===== config.mk =====
export PLATFORM = sky130hd
export DESIGN_NAME = button_wave_mode_selector_core
export DESIGN_NICKNAME = d
export VERILOG_FILES = /design/src/rtl/bwms_pkg.sv /design/src/rtl/bwms_regs.sv /design/src/rtl/bwms_core.sv /design/src/rtl/bwms_skid.sv /design/src/rtl/button_wave_mode_selector_core.sv
export SDC_FILE = /design/constraint.sdc
export NUM_CORES = 1
export LEC_CHECK = 0
export BUFFER_PORTS_ARGS = -buffer_cell sky130_fd_sc_hd__clkbuf_2
export CAP_MARGIN = 20
export CELL_PAD_IN_SITES_DETAIL_PLACEMENT = 0
export CELL_PAD_IN_SITES_GLOBAL_PLACEMENT = 1
export CORE_MARGIN = 4
export CORE_UTILIZATION = 25
export CTS_CLUSTER_SIZE = 12
export DETAILED_ROUTE_END_ITERATION = 8
export GPL_TIMING_DRIVEN = 0
export PLACE_DENSITY_LB_ADDON = 0.1
export SLEW_MARGIN = 40
export SYNTH_ARGS = -nofsm -noshare
export SYNTH_HDL_FRONTEND = slang
export SYNTH_SLANG_ARGS = --single-unit

===== constraint.sdc =====
create_clock -name clk_i -period 3.5 [get_ports clk_i]
set_input_delay 0.7 -clock clk_i [delete_from_list [all_inputs] [get_ports clk_i]]
set_output_delay 0.7 -clock clk_i [all_outputs]
set_load 0.005 [all_outputs]

===== src/rtl/bwms_pkg.sv =====
// ----------------------------------------------------------------------------
// bwms_pkg
// Shared types and constants of the button wave mode selector.
// ----------------------------------------------------------------------------
package bwms_pkg;

  localparam int unsigned CfgAddrW = 4;

  localparam logic [7:0] SampleIntervalRst = 8'd20;
  localparam logic [7:0] AutoPeriodRst     = 8'd250;
  localparam logic [7:0] LongPressRst      = 8'd50;

  localparam logic [7:0] CountMax = 8'd255;

  // Bit positions of the two-bit key code
  localparam int unsigned KeyOneBit = 0;
  localparam int unsigned KeyTwoBit = 1;

  // Register indexes (byte address divided by four)
  typedef enum logic [1:0] {
    RegSampleInterval = 2'd0,
    RegAutoPeriod     = 2'd1,
    RegLongPress      = 2'd2,
    RegNone           = 2'd3
  } reg_idx_e;

  typedef struct packed {
    logic [7:0] sample_interval;
    logic [7:0] auto_period;
    logic [7:0] long_press;
  } cfg_t;

  typedef struct packed {
    logic       pin_a;
    logic       pin_b;
    logic       pin_c;
    logic [1:0] wave_mode;
    logic       auto_on;
  } result_t;

endpackage


===== src/rtl/bwms_regs.sv =====
// ----------------------------------------------------------------------------
// bwms_regs
// Configuration register file behind an APB-style port.
// ----------------------------------------------------------------------------
module bwms_regs (
  input  logic                           clk_i,
  input  logic                           rst_ni,
  input  logic                           psel,
  input  logic                           penable,
  input  logic                           pwrite,
  input  logic [bwms_pkg::CfgAddrW-1:0]  paddr,
  input  logic [31:0]                    pwdata,
  output logic [31:0]                    prdata,
  output logic                           pready,
  output bwms_pkg::cfg_t                 cfg_o
);
  import bwms_pkg::*;

  cfg_t     cfg_q;
  reg_idx_e idx;
  logic     wr_en;

  assign pready = 1'b1;
  assign idx    = reg_idx_e'(paddr[CfgAddrW-1:2]);
  assign wr_en  = psel && penable && pwrite && pready;

  always_ff @(posedge clk_i or negedge rst_ni) begin
    if (!rst_ni) begin
      cfg_q.sample_interval <= SampleIntervalRst;
      cfg_q.auto_period     <= AutoPeriodRst;
      cfg_q.long_press      <= LongPressRst;
    end else if (wr_en) begin
      case (idx)
        RegSampleInterval: cfg_q.sample_interval <= pwdata[7:0];
        RegAutoPeriod:     cfg_q.auto_period     <= pwdata[7:0];
        RegLongPress:      cfg_q.long_press      <= pwdata[7:0];
        default: ;
      endcase
    end
  end

  always_comb begin
    case (idx)
      RegSampleInterval: prdata = {24'd0, cfg_q.sample_interval};
      RegAutoPeriod:     prdata = {24'd0, cfg_q.auto_period};
      RegLongPress:      prdata = {24'd0, cfg_q.long_press};
      default:           prdata = 32'd0;
    endcase
  end

  assign cfg_o = cfg_q;

endmodule


===== src/rtl/bwms_core.sv =====
// ----------------------------------------------------------------------------
// bwms_core
// Per-tick sampling, debounce, press timing and mode update.
// ----------------------------------------------------------------------------
module bwms_core (
  input  logic              clk_i,
  input  logic              rst_ni,
  input  bwms_pkg::cfg_t    cfg_i,
  input  logic              tick_i,
  input  logic              key_one_raw_i,
  input  logic              key_two_raw_i,
  output bwms_pkg::result_t res_o
);
  import bwms_pkg::*;

  logic [7:0] elapsed_q, elapsed_d;
  logic [1:0] last_q, last_d;
  logic [1:0] deb_q, deb_d;
  logic [1:0] prev_q, prev_d;
  logic [7:0] scount_q, scount_d;
  logic       pflag_q, pflag_d;
  logic [7:0] press_q, press_d;
  logic       auto_q, auto_d;
  logic [1:0] mode_q, mode_d;

  logic [8:0] next_ticks;
  logic       do_sample;
  logic [1:0] code;
  logic       wrap;
  logic [7:0] press_inc;

  assign next_ticks = {1'b0, elapsed_q} + 9'd1;
  assign do_sample  = next_ticks > {1'b0, cfg_i.sample_interval};
  assign code       = {~key_two_raw_i, ~key_one_raw_i};
  assign wrap       = (scount_q > cfg_i.auto_period) || (scount_q == CountMax);
  assign press_inc  = (press_q == CountMax) ? press_q : press_q + 8'd1;

  always_comb begin
    elapsed_d = next_ticks[7:0];
    last_d    = last_q;
    deb_d     = deb_q;
    prev_d    = prev_q;
    scount_d  = scount_q;
    pflag_d   = pflag_q;
    press_d   = press_q;
    auto_d    = auto_q;
    mode_d    = mode_q;

    // Sampling step
    if (do_sample) begin
      elapsed_d = 8'd0;
      if (code == last_q) begin
        deb_d = code;
      end else begin
        last_d = code;
      end
      if (wrap) begin
        scount_d = 8'd1;
        pflag_d  = 1'b1;
      end else begin
        scount_d = scount_q + 8'd1;
      end
      if (press_q != 8'd0) begin
        if (deb_d[KeyOneBit]) begin
          press_d = press_inc;
          if (press_q <= cfg_i.long_press && press_inc > cfg_i.long_press) begin
            auto_d = ~auto_q;
          end
        end else begin
          press_d = 8'd0;
        end
      end
    end

    // Scan for a changed code, then for an automatic advance
    if (deb_d != prev_q) begin
      press_d = {7'd0, deb_d[KeyOneBit]};
      if (!auto_d && deb_d[KeyTwoBit]) begin
        mode_d = mode_q + 2'd1;
      end
      prev_d = deb_d;
    end
    if (auto_d && pflag_d) begin
      mode_d  = mode_d + 2'd1;
      pflag_d = 1'b0;
    end
  end

  always_ff @(posedge clk_i or negedge rst_ni) begin
    if (!rst_ni) begin
      elapsed_q <= '0;
      last_q    <= '0;
      deb_q     <= '0;
      prev_q    <= '0;
      scount_q  <= '0;
      pflag_q   <= 1'b0;
      press_q   <= '0;
      auto_q    <= 1'b0;
      mode_q    <= '0;
    end else if (tick_i) begin
      elapsed_q <= elapsed_d;
      last_q    <= last_d;
      deb_q     <= deb_d;
      prev_q    <= prev_d;
      scount_q  <= scount_d;
      pflag_q   <= pflag_d;
      press_q   <= press_d;
      auto_q    <= auto_d;
      mode_q    <= mode_d;
    end
  end

  // Decode pins from the updated mode
  assign res_o.pin_a     = (mode_d != 2'd3);
  assign res_o.pin_b     = (mode_d == 2'd2);
  assign res_o.pin_c     = (mode_d == 2'd0) || (mode_d == 2'd3);
  assign res_o.wave_mode = mode_d;
  assign res_o.auto_on   = auto_d;

endmodule


===== src/rtl/bwms_skid.sv =====
// ----------------------------------------------------------------------------
// bwms_skid
// Result register with one skid entry, so a request is taken while a
// finished result still waits.
// ----------------------------------------------------------------------------
module bwms_skid (
  input  logic              clk_i,
  input  logic              rst_ni,
  input  logic              push_i,
  input  bwms_pkg::result_t res_i,
  output logic              full_o,
  output logic              out_valid_o,
  input  logic              out_stall_i,
  output bwms_pkg::result_t res_o
);
  import bwms_pkg::*;

  result_t out_q;
  result_t skid_q;
  logic    out_vld_q;
  logic    skid_vld_q;

  always_ff @(posedge clk_i or negedge rst_ni) begin
    if (!rst_ni) begin
      out_vld_q  <= 1'b0;
      skid_vld_q <= 1'b0;
    end else if (out_vld_q && out_stall_i) begin
      if (push_i) begin
        skid_vld_q <= 1'b1;
      end
    end else if (skid_vld_q) begin
      out_vld_q  <= 1'b1;
      skid_vld_q <= 1'b0;
    end else begin
      out_vld_q <= push_i;
    end
  end

  always_ff @(posedge clk_i) begin
    if (out_vld_q && out_stall_i) begin
      if (push_i) begin
        skid_q <= res_i;
      end
    end else if (skid_vld_q) begin
      out_q <= skid_q;
    end else if (push_i) begin
      out_q <= res_i;
    end
  end

  assign full_o      = skid_vld_q;
  assign out_valid_o = out_vld_q;
  assign res_o       = out_q;

  a_skid_needs_out : assert property (@(posedge clk_i) disable iff (!rst_ni)
    skid_vld_q |-> out_vld_q)
    else $error("skid entry held without a result in front");

  a_stalled_push_skids : assert property (@(posedge clk_i) disable iff (!rst_ni)
    (push_i && out_vld_q && out_stall_i) |=> skid_vld_q)
    else $error("request taken under stall was not parked");

  a_skid_drains : assert property (@(posedge clk_i) disable iff (!rst_ni)
    (skid_vld_q && !out_stall_i) |=> (out_vld_q && out_q == $past(skid_q)))
    else $error("skid entry not moved to the result register");

endmodule


===== src/rtl/button_wave_mode_selector_core.sv =====
// ----------------------------------------------------------------------------
// button_wave_mode_selector_core
// Debounced two-key wave mode selector with manual and automatic cycling.
// ----------------------------------------------------------------------------
// Each request is one millisecond tick carrying the raw active-low levels of
// both keys. The block takes one request per clock cycle while in_stall_o is
// low and delivers its result from the result register; the whole state update
// for a tick (sample, debounce, press timing, mode step) settles in
// combinational logic ahead of that register. A single skid entry behind the
// result register keeps input acceptance going for one more request while the
// downstream side stalls; in_stall_o rises only when that entry is occupied.
// Registers sit at byte addresses 0 (sample interval), 4 (auto period) and
// 8 (long press); write them only while no tick is in flight.
// ----------------------------------------------------------------------------
module button_wave_mode_selector_core (
  input  logic                           clk_i,
  input  logic                           rst_ni,
  // tick requests
  input  logic                           in_valid_i,
  output logic                           in_stall_o,
  input  logic                           key_one_raw_i,
  input  logic                           key_two_raw_i,
  // results
  output logic                           out_valid_o,
  input  logic                           out_stall_i,
  output logic                           pin_a_o,
  output logic                           pin_b_o,
  output logic                           pin_c_o,
  output logic [1:0]                     wave_mode_o,
  output logic                           auto_on_o,
  // configuration
  input  logic                           psel,
  input  logic                           penable,
  input  logic                           pwrite,
  input  logic [bwms_pkg::CfgAddrW-1:0]  paddr,
  input  logic [31:0]                    pwdata,
  output logic [31:0]                    prdata,
  output logic                           pready
);
  import bwms_pkg::*;

  cfg_t    cfg;
  result_t core_res;
  result_t out_res;
  logic    skid_full;
  logic    accept;

  // Take a request whenever the skid entry is free
  assign in_stall_o = skid_full;
  assign accept     = in_valid_i && !skid_full;

  bwms_regs u_regs (
    .clk_i   (clk_i),
    .rst_ni  (rst_ni),
    .psel    (psel),
    .penable (penable),
    .pwrite  (pwrite),
    .paddr   (paddr),
    .pwdata  (pwdata),
    .prdata  (prdata),
    .pready  (pready),
    .cfg_o   (cfg)
  );

  // Advance the tick state only on an accepted request
  bwms_core u_core (
    .clk_i         (clk_i),
    .rst_ni        (rst_ni),
    .cfg_i         (cfg),
    .tick_i        (accept),
    .key_one_raw_i (key_one_raw_i),
    .key_two_raw_i (key_two_raw_i),
    .res_o         (core_res)
  );

  bwms_skid u_skid (
    .clk_i       (clk_i),
    .rst_ni      (rst_ni),
    .push_i      (accept),
    .res_i       (core_res),
    .full_o      (skid_full),
    .out_valid_o (out_valid_o),
    .out_stall_i (out_stall_i),
    .res_o       (out_res)
  );

  assign pin_a_o     = out_res.pin_a;
  assign pin_b_o     = out_res.pin_b;
  assign pin_c_o     = out_res.pin_c;
  assign wave_mode_o = out_res.wave_mode;
  assign auto_on_o   = out_res.auto_on;

endmodule

==> flow_metrics.env, run 1 <==
export IMPL_status="completed"
export IMPL_synth_edf_count=12
export IMPL_worstPathBufferInverterCount=2
export IMPL_power_share_clock_pct=30.5
export IMPL_avgSynthCellArea_um2=9.06
export IMPL_rr_startpoint="u_core.press_q[1]"
export IMPL_wl_met3_um=387
export IMPL_max_stage_delay_ns=0.39
export IMPL_clock_root_buffer="clkbuf_16"
export IMPL_drtPass1Iterations=4
export IMPL_critical_path_top_delay_family="compound AO/OA/AOI/OAI gates"
export IMPL_utilization_pct=34.0
export IMPL_wl_per_cell_um=15.2
export IMPL_final_min_clock_period_ns=3.48
export IMPL_yosys_warnings=0
export IMPL_synth_top_area_share_pct=25.0
export IMPL_stdcell_count=913
export IMPL_diodes=0
export IMPL_cts_tree="built"
export IMPL_grt_pass1_wl_um=22400
export IMPL_drv_cap=0
export IMPL_die_w_um=148
export IMPL_slew_violations=0
export IMPL_crit_start="u_core.press_q[1]"
export IMPL_fillers=2005
export IMPL_hold_slack_ns=0.357
export IMPL_cp_cell_sequence="ha_2, nand2_4, nor2_4, and2_4, or3_4, xor2_2, inv_2, ha_4, a21oi_2, nor2b_2, o311a_4, and4_4, a311oi_4, buf_4, mux2i_1, a2111o_1"
export IMPL_synth_area_leader_cell="dfrtp_1"
export IMPL_setup_viol=0
export IMPL_core_um2=19000
export IMPL_peakVddDrop_mv=0.258
export IMPL_async_flop_share_pct=83.3
export IMPL_start_util_pct=25.8
export IMPL_power_density_nw_per_um2=511
export IMPL_criticalPathCategory="reg -> reg"
export IMPL_vias=4205
export IMPL_fin_setup_tns_ns=0
export IMPL_slowest_stage="dfrtp_1"
export IMPL_dp_cells=859
export IMPL_finalHoldViolations=0
export IMPL_drive_above_1_share_pct=31.5
export IMPL_clk_pin_slew_ns=0.06
export IMPL_antenna_found_initial=0
export IMPL_io_pins=86
export IMPL_numCtsBuffers=9
export IMPL_seqPwrFrac_pct=34.8
export IMPL_cts_sinks=72
export IMPL_wl_met2_um=6540
export IMPL_p_switching_mw=1.15
export IMPL_h_tree_depth=3
export IMPL_nets=729
export IMPL_grt_max_degree=61
export IMPL_drt_wl_total_um=13900
export IMPL_place_port_buffers=34
export IMPL_antenna_left=0
export IMPL_period_share_pct=99.3
export IMPL_worstPathMaxFanout=5
export IMPL_cp_arrival_ns=3.56
export IMPL_cp_start_kind="flip-flop"
export IMPL_hpwl_um=10200
export IMPL_ys_flop_type="dfrtp_1"
export IMPL_grt_usage_pct=12.9
export IMPL_wl_met1_um=6770
export IMPL_maxClockFrequency_mhz=288
export IMPL_clock_skew_ns=0.00606
export IMPL_netlist_instances=541
export IMPL_drc_errors=0
export IMPL_internal_power_mw=2.15
export IMPL_critPathRequiredTime_ns=3.59
export IMPL_p_sw_share_pct=34.8
export IMPL_area_growth_synth_to_final_pct=31.9
export IMPL_insertion_delay_ns=0.34
export IMPL_row_count=50
export IMPL_grt_overflow=0
export IMPL_ys_types=68
export IMPL_ys_ff_latch=72
export IMPL_end_kind="flip-flop"
export IMPL_synthTopCellsByArea="dfrtp_1 25%, ha_1 9.2%, edfxtp_1 7.4%"
export IMPL_synth_seq_area_share_pct=38.3
export IMPL_die_h_um=148
export IMPL_worstMarginPinSlew_ns=0.805
export IMPL_grt_pass1_vias=4208
export IMPL_post_drt_via_cell_ratio=4.61
export IMPL_syn_area_um2=4900
export IMPL_rsz0062_at_grt="true"
export IMPL_p_comb_share_pct=34.7
export IMPL_gp_congestion=0.751
export IMPL_slew_headroom_pct=45.9
export IMPL_power_leakage_nw=2.90
export IMPL_die_area_um2=21900
export IMPL_top_layer_used="met4"
export IMPL_hp_class="in -> async"
export IMPL_drtIter0Drc=224
export IMPL_ctsLongestPathBuffers=2
[stage by stage]
stage | setup WS [ns] | instance area, um2 | power (mW)
after global routing | -0.129 | 6460 | 3.55
after detailed placement | -0.615 | 5520 | 2.11
after CTS | 0.00275 | 6160 | 3.25
final | 0.0242 | 6460 | 3.30
after floorplan | 0.00322 | 4990 | 1.81
after global placement | -0.629 | 5480 | 2.08
[what timing repair did]
item / in CTS / in global routing
gates cloned: 0 / 0
buffers inserted: 24 / 15
setup endpoints to repair: 30 / 23
hold buffers: 0 / 0
resized for setup: 38 / 39
pin swaps: 12 / 15
[state kept, by name, summed over array words and instances (netlist names)]
| register | cells |
|---|---|
| u_skid.full_o | 1 |
| u_regs.cfg_o | 24 |
| u_core.scount_q | 8 |
| u_skid.out_valid_o | 1 |
| u_core.mode_q | 2 |
| u_skid.skid_q | 6 |
| u_core.prev_q | 2 |
| u_core.deb_q | 2 |
| u_core.auto_q | 1 |
| u_core.elapsed_q | 8 |
| u_core.pflag_q | 1 |
| u_skid.res_o | 6 |
| u_core.last_q | 2 |
| u_core.press_q | 8 |
[cell type report]
type	instances	area (um2)	share of cell area (%)
repair buffers	74	499	7.73
clock inverters	5	81.3	1.26
well taps	260	325	5.03
clock buffers	11	233	3.60
inverters	32	120	1.86
plain buffers	42	279	4.32
flip-flops and latches	72	1880	29.1
multi-input cells	417	3040	47.1
[layout by cell type (no fill, tap or decap), types with 9 or more instances in the layout]
cell type   n
clkbuf_1   13
o21ai_0    49
conb_1     25
clkbuf_16   9
nand2_1    68
nand4_1    12
nand3_1    14
dfrtp_1    43
clkbuf_2   33
nor2_1     23
inv_1      31
mux2_2     12
edfxtp_1   12
a21oi_1    17
buf_4      64
xnor2_1     9
mux2i_1    11
ha_1       33
dfstp_2    11
[power by group through the flow]
| stage | Sequential (mW) | Combinational [mW] | Clock [mW] |
|---|---|---|---|
| after floorplan | 1.13 | 0.677 | 0 |
| after global placement | 1.17 | 0.907 | 0 |
| after detailed placement | 1.17 | 0.933 | 0 |
| after CTS | 1.15 | 1.07 | 1.04 |
| after global routing | 1.17 | 1.30 | 1.08 |
| final | 1.15 | 1.15 | 1.01 |
[cells in the mapped netlist (3+ instances only)]
library cell / instances
inv_1: 32
mux2i_1: 11
o21ai_1: 3
nand2b_1: 8
nor3_1: 7
ha_1: 36
a21oi_1: 20
dfrtp_1: 49
buf_4: 26
edfxtp_1: 12
o31ai_1: 4
o21ai_0: 52
nor4b_1: 3
nor2b_1: 6
dfstp_2: 11
clkbuf_1: 13
nand4_1: 12
a21o_1: 5
mux2_2: 12
o211ai_1: 3
a31oi_1: 5
xor2_1: 8
nor2_1: 26
nand3_1: 20
o21a_1: 4
xnor2_1: 12
a211oi_1: 5
and2_1: 4
and3_1: 8
nand2_1: 71
nor3b_1: 3
or3_1: 4
[kinds of logic (layout without fill, tap and decap cells)]
family,after synthesis,count (layout),share of synthesized area [%]
muxes,23,23,5.01
adders and majority gates,36,36,9.19
xor gates and xnor gates,21,21,3.91
AOI/OAI and AO/OA,128,128,16.8
DFF,72,72,38.3
other,2,25,0.153
and+or+nand+nor,184,184,18.7
buffers and inverters,75,164,7.94
[worst paths after layout]
| path | to | slack, ns | depth (start not counted) |
|---|---|---|---|
| hold / removal | u_regs.cfg_o[3] | 0.36 | 2 |
| max in group asynchronous | u_regs.cfg_o[9] | 2.82 | 2 |
| setup reg to reg | u_skid.res_o[2] | 0.02 | 16 |
| setup / recovery | u_skid.res_o[2] | 0.02 | 16 |
| min in group clk_i | u_core.scount_q[0] | 0.54 | 1 |
| hold reg to reg | u_core.scount_q[0] | 0.54 | 1 |
[worst reg2reg max path, stage by stage (launching register included)]
cell and delay [ns]:
dfrtp_1 0.39, ha_2 0.21, nand2_4 0.09, nor2_4 0.05
and2_4 0.17, or3_4 0.37, xor2_2 0.17, inv_2 0.07
ha_4 0.16, a21oi_2 0.12, nor2b_2 0.06, o311a_4 0.39
and4_4 0.20, a311oi_4 0.26, buf_4 0.17, mux2i_1 0.06
a2111o_1 0.28
[routing by layer]
metal  GRT usage [%]  vias to the layer above
met5               0                        -
met4            3.97                        0
met3            2.36                       12
met2            20.9                       72
met1            17.5                     2017
li1                -                     2104
(Power assumes the default switching activity.)
==> run 2, diff against run 1 <==
clock period = 3.11 ns   (was 3.5 ns; I/O delays follow)
==> flow_metrics.env, run 2 (same netlist as run 1, synthesis figures left out) <==
export IMPL_row_count=50
export IMPL_wl_per_cell_um=15.4
export IMPL_drtPass1Iterations=4
export IMPL_cts_sinks=72
export IMPL_diodes=0
export IMPL_peakVddDrop_mv=0.246
export IMPL_post_drt_via_cell_ratio=4.59
export IMPL_violations="negative setup slack"
export IMPL_worstPathMaxFanout=5
export IMPL_hpwl_um=10200
export IMPL_grt_pass1_wl_um=22400
export IMPL_drive_above_1_share_pct=33.5
export IMPL_setup_viol=21
export IMPL_slew_violations=0
export IMPL_ctsLongestPathBuffers=2
export IMPL_grt_overflow=0
export IMPL_criticalPathCategory="reg -> reg"
export IMPL_stdcell_count=919
export IMPL_hp_class="in -> async"
export IMPL_dp_cells=858
export IMPL_cp_arrival_ns=3.61
export IMPL_power_leakage_nw=2.97
export IMPL_insertion_delay_ns=0.34
export IMPL_finish_instance_area_um2=6670
export IMPL_grt_pass1_vias=4237
export IMPL_end_kind="flip-flop"
export IMPL_nets=735
export IMPL_status="finished with violations"
export IMPL_hold_slack_ns=0.277
export IMPL_die_h_um=148
export IMPL_clock_skew_ns=0.00823
export IMPL_ff2ff_path_depth=16
export IMPL_drt_wl_total_um=14100
export IMPL_largest_reg_flops=24
export IMPL_antenna_left=0
export IMPL_cts_tree="built"
export IMPL_slew_headroom_pct=53.0
export IMPL_drv_cap=0
export IMPL_grt_usage_pct=12.9
export IMPL_final_cell_mix="64 x nand2_1, 64 x buf_4, 45 x o21ai_0, 45 x dfrtp_1, 33 x clkbuf_2"
export IMPL_vias=4220
export IMPL_area_growth_synth_to_final_pct=36.1
export IMPL_place_port_buffers=34
export IMPL_h_tree_depth=3
export IMPL_gp_congestion=0.736
export IMPL_rsz0062_at_grt="true"
export IMPL_critPathRequiredTime_ns=3.20
export IMPL_crit_start="u_core.press_q[1]"
export IMPL_rr_startpoint="u_core.press_q[1]"
export IMPL_utilization_pct=35.1
export IMPL_postLayoutSetupSlackWorst_ns=-0.411
export IMPL_drc_errors=0
export IMPL_cp_start_kind="flip-flop"
export IMPL_die_area_um2=21900
export IMPL_placed_area_um2=5560
export IMPL_maxClockFrequency_mhz=284
export IMPL_grt_max_degree=61
export IMPL_power_density_nw_per_um2=581
export IMPL_clk_pin_slew_ns=0.06
export IMPL_io_pins=86
export IMPL_start_util_pct=25.8
export IMPL_clock_root_buffer="clkbuf_16"
export IMPL_die_w_um=148
export IMPL_worstMarginPinSlew_ns=0.704
export IMPL_numCtsBuffers=9
export IMPL_core_um2=19000
export IMPL_antenna_found_initial=0
export IMPL_final_min_clock_period_ns=3.52
export IMPL_finalHoldViolations=0
export IMPL_period_share_pct=113
export IMPL_fillers=2015
export IMPL_reg2reg_slack_ns=-0.41
export IMPL_drtIter0Drc=202
export IMPL_r2r_end="u_skid.res_o[2]"
-- run 2: cell types whose count changed in the layout (fill, tap and decap cells not counted), moves of 3 or more --
| cell | delta |
|---|---|
| buf_6 | +3 |
| nor3_1 | -5 |
| o21ai_0 | -4 |
| clkbuf_8 | +4 |
| o21ai_1 | +5 |
| nand2_2 | +6 |
| nand2_1 | -4 |
| nor3_2 | +4 |
-- run 2: worst max-delay path, stage by stage, from the launching register on --
cell and delay (ns):
dfrtp_2 0.43, ha_4 0.18, nand2_4 0.08, nor2_4 0.04, and2_4 0.15, or3_1 0.35, xor2_1 0.19, inv_1 0.10
ha_4 0.16, a21oi_1 0.14, nor2b_1 0.07, o311a_4 0.40, and4_4 0.18, a311oi_4 0.25, buf_6 0.17, mux2i_1 0.07
a2111o_1 0.30
-- run 2: worst max path at each step --
stage	to	slack [ns]	depth (start not counted)
6_report	u_skid.res_o[2]	-0.41	16
2_1_floorplan	u_skid.res_o[2]	-0.22	15
3_5_place_dp	u_skid.res_o[1]	-0.82	13
3_3_place_gp	u_skid.res_o[1]	-0.73	13
4_1_cts	u_skid.res_o[2]	-0.47	16
5_1_grt	u_skid.res_o[2]	-0.54	15
-- run 2: timing repair --
item,4_1_cts,5_1_grt
gates cloned,1,1
endpoints found under the setup margin,36,24
hold buffers,0,0
buffers inserted,34,11
pin swaps,19,22
resized for setup,55,31
-- run 2: per-layer routing --
layer | GRT usage [%] | wire length, um | up-vias
met5 | 0 | 0 | -
met4 | 3.83 | 171 | 0
met3 | 2.54 | 456 | 13
met2 | 21.2 | 6660 | 65
met1 | 17.3 | 6830 | 2033
li1 | - | - | 2109
-- run 2: report_power, final --
| group | leakage, nW | internal [mW] | switching, mW |
|---|---|---|---|
| logic | 1.97 | 0.670 | 0.774 |
| registers | 0.842 | 1.15 | 0.148 |
| clock network | 0.158 | 0.714 | 0.416 |
-- run 2: metrics by stage --
step	power [mW]	TNS [ns]	setup slack, ns
2_1_floorplan	2.04	-1.74	-0.221
3_3_place_gp	2.35	-17.26	-0.735
3_5_place_dp	2.38	-19.02	-0.823
4_1_cts	3.82	-4.49	-0.469
5_1_grt	4.15	-7.33	-0.544
6_report	3.87	-4.08	-0.411
-- run 2: cell type report --
cell class                 count  area, um2  area share, %
buffer                        41        287           4.30
clock buffer                  14        285           4.28
clock inverter                 2       35.0          0.526
inverter                      32        120           1.80
multi-input combinational    417       3150           47.2
sequential                    72       1880           28.2
tap                          260        325           4.88
timing repair buffer          81        587           8.80
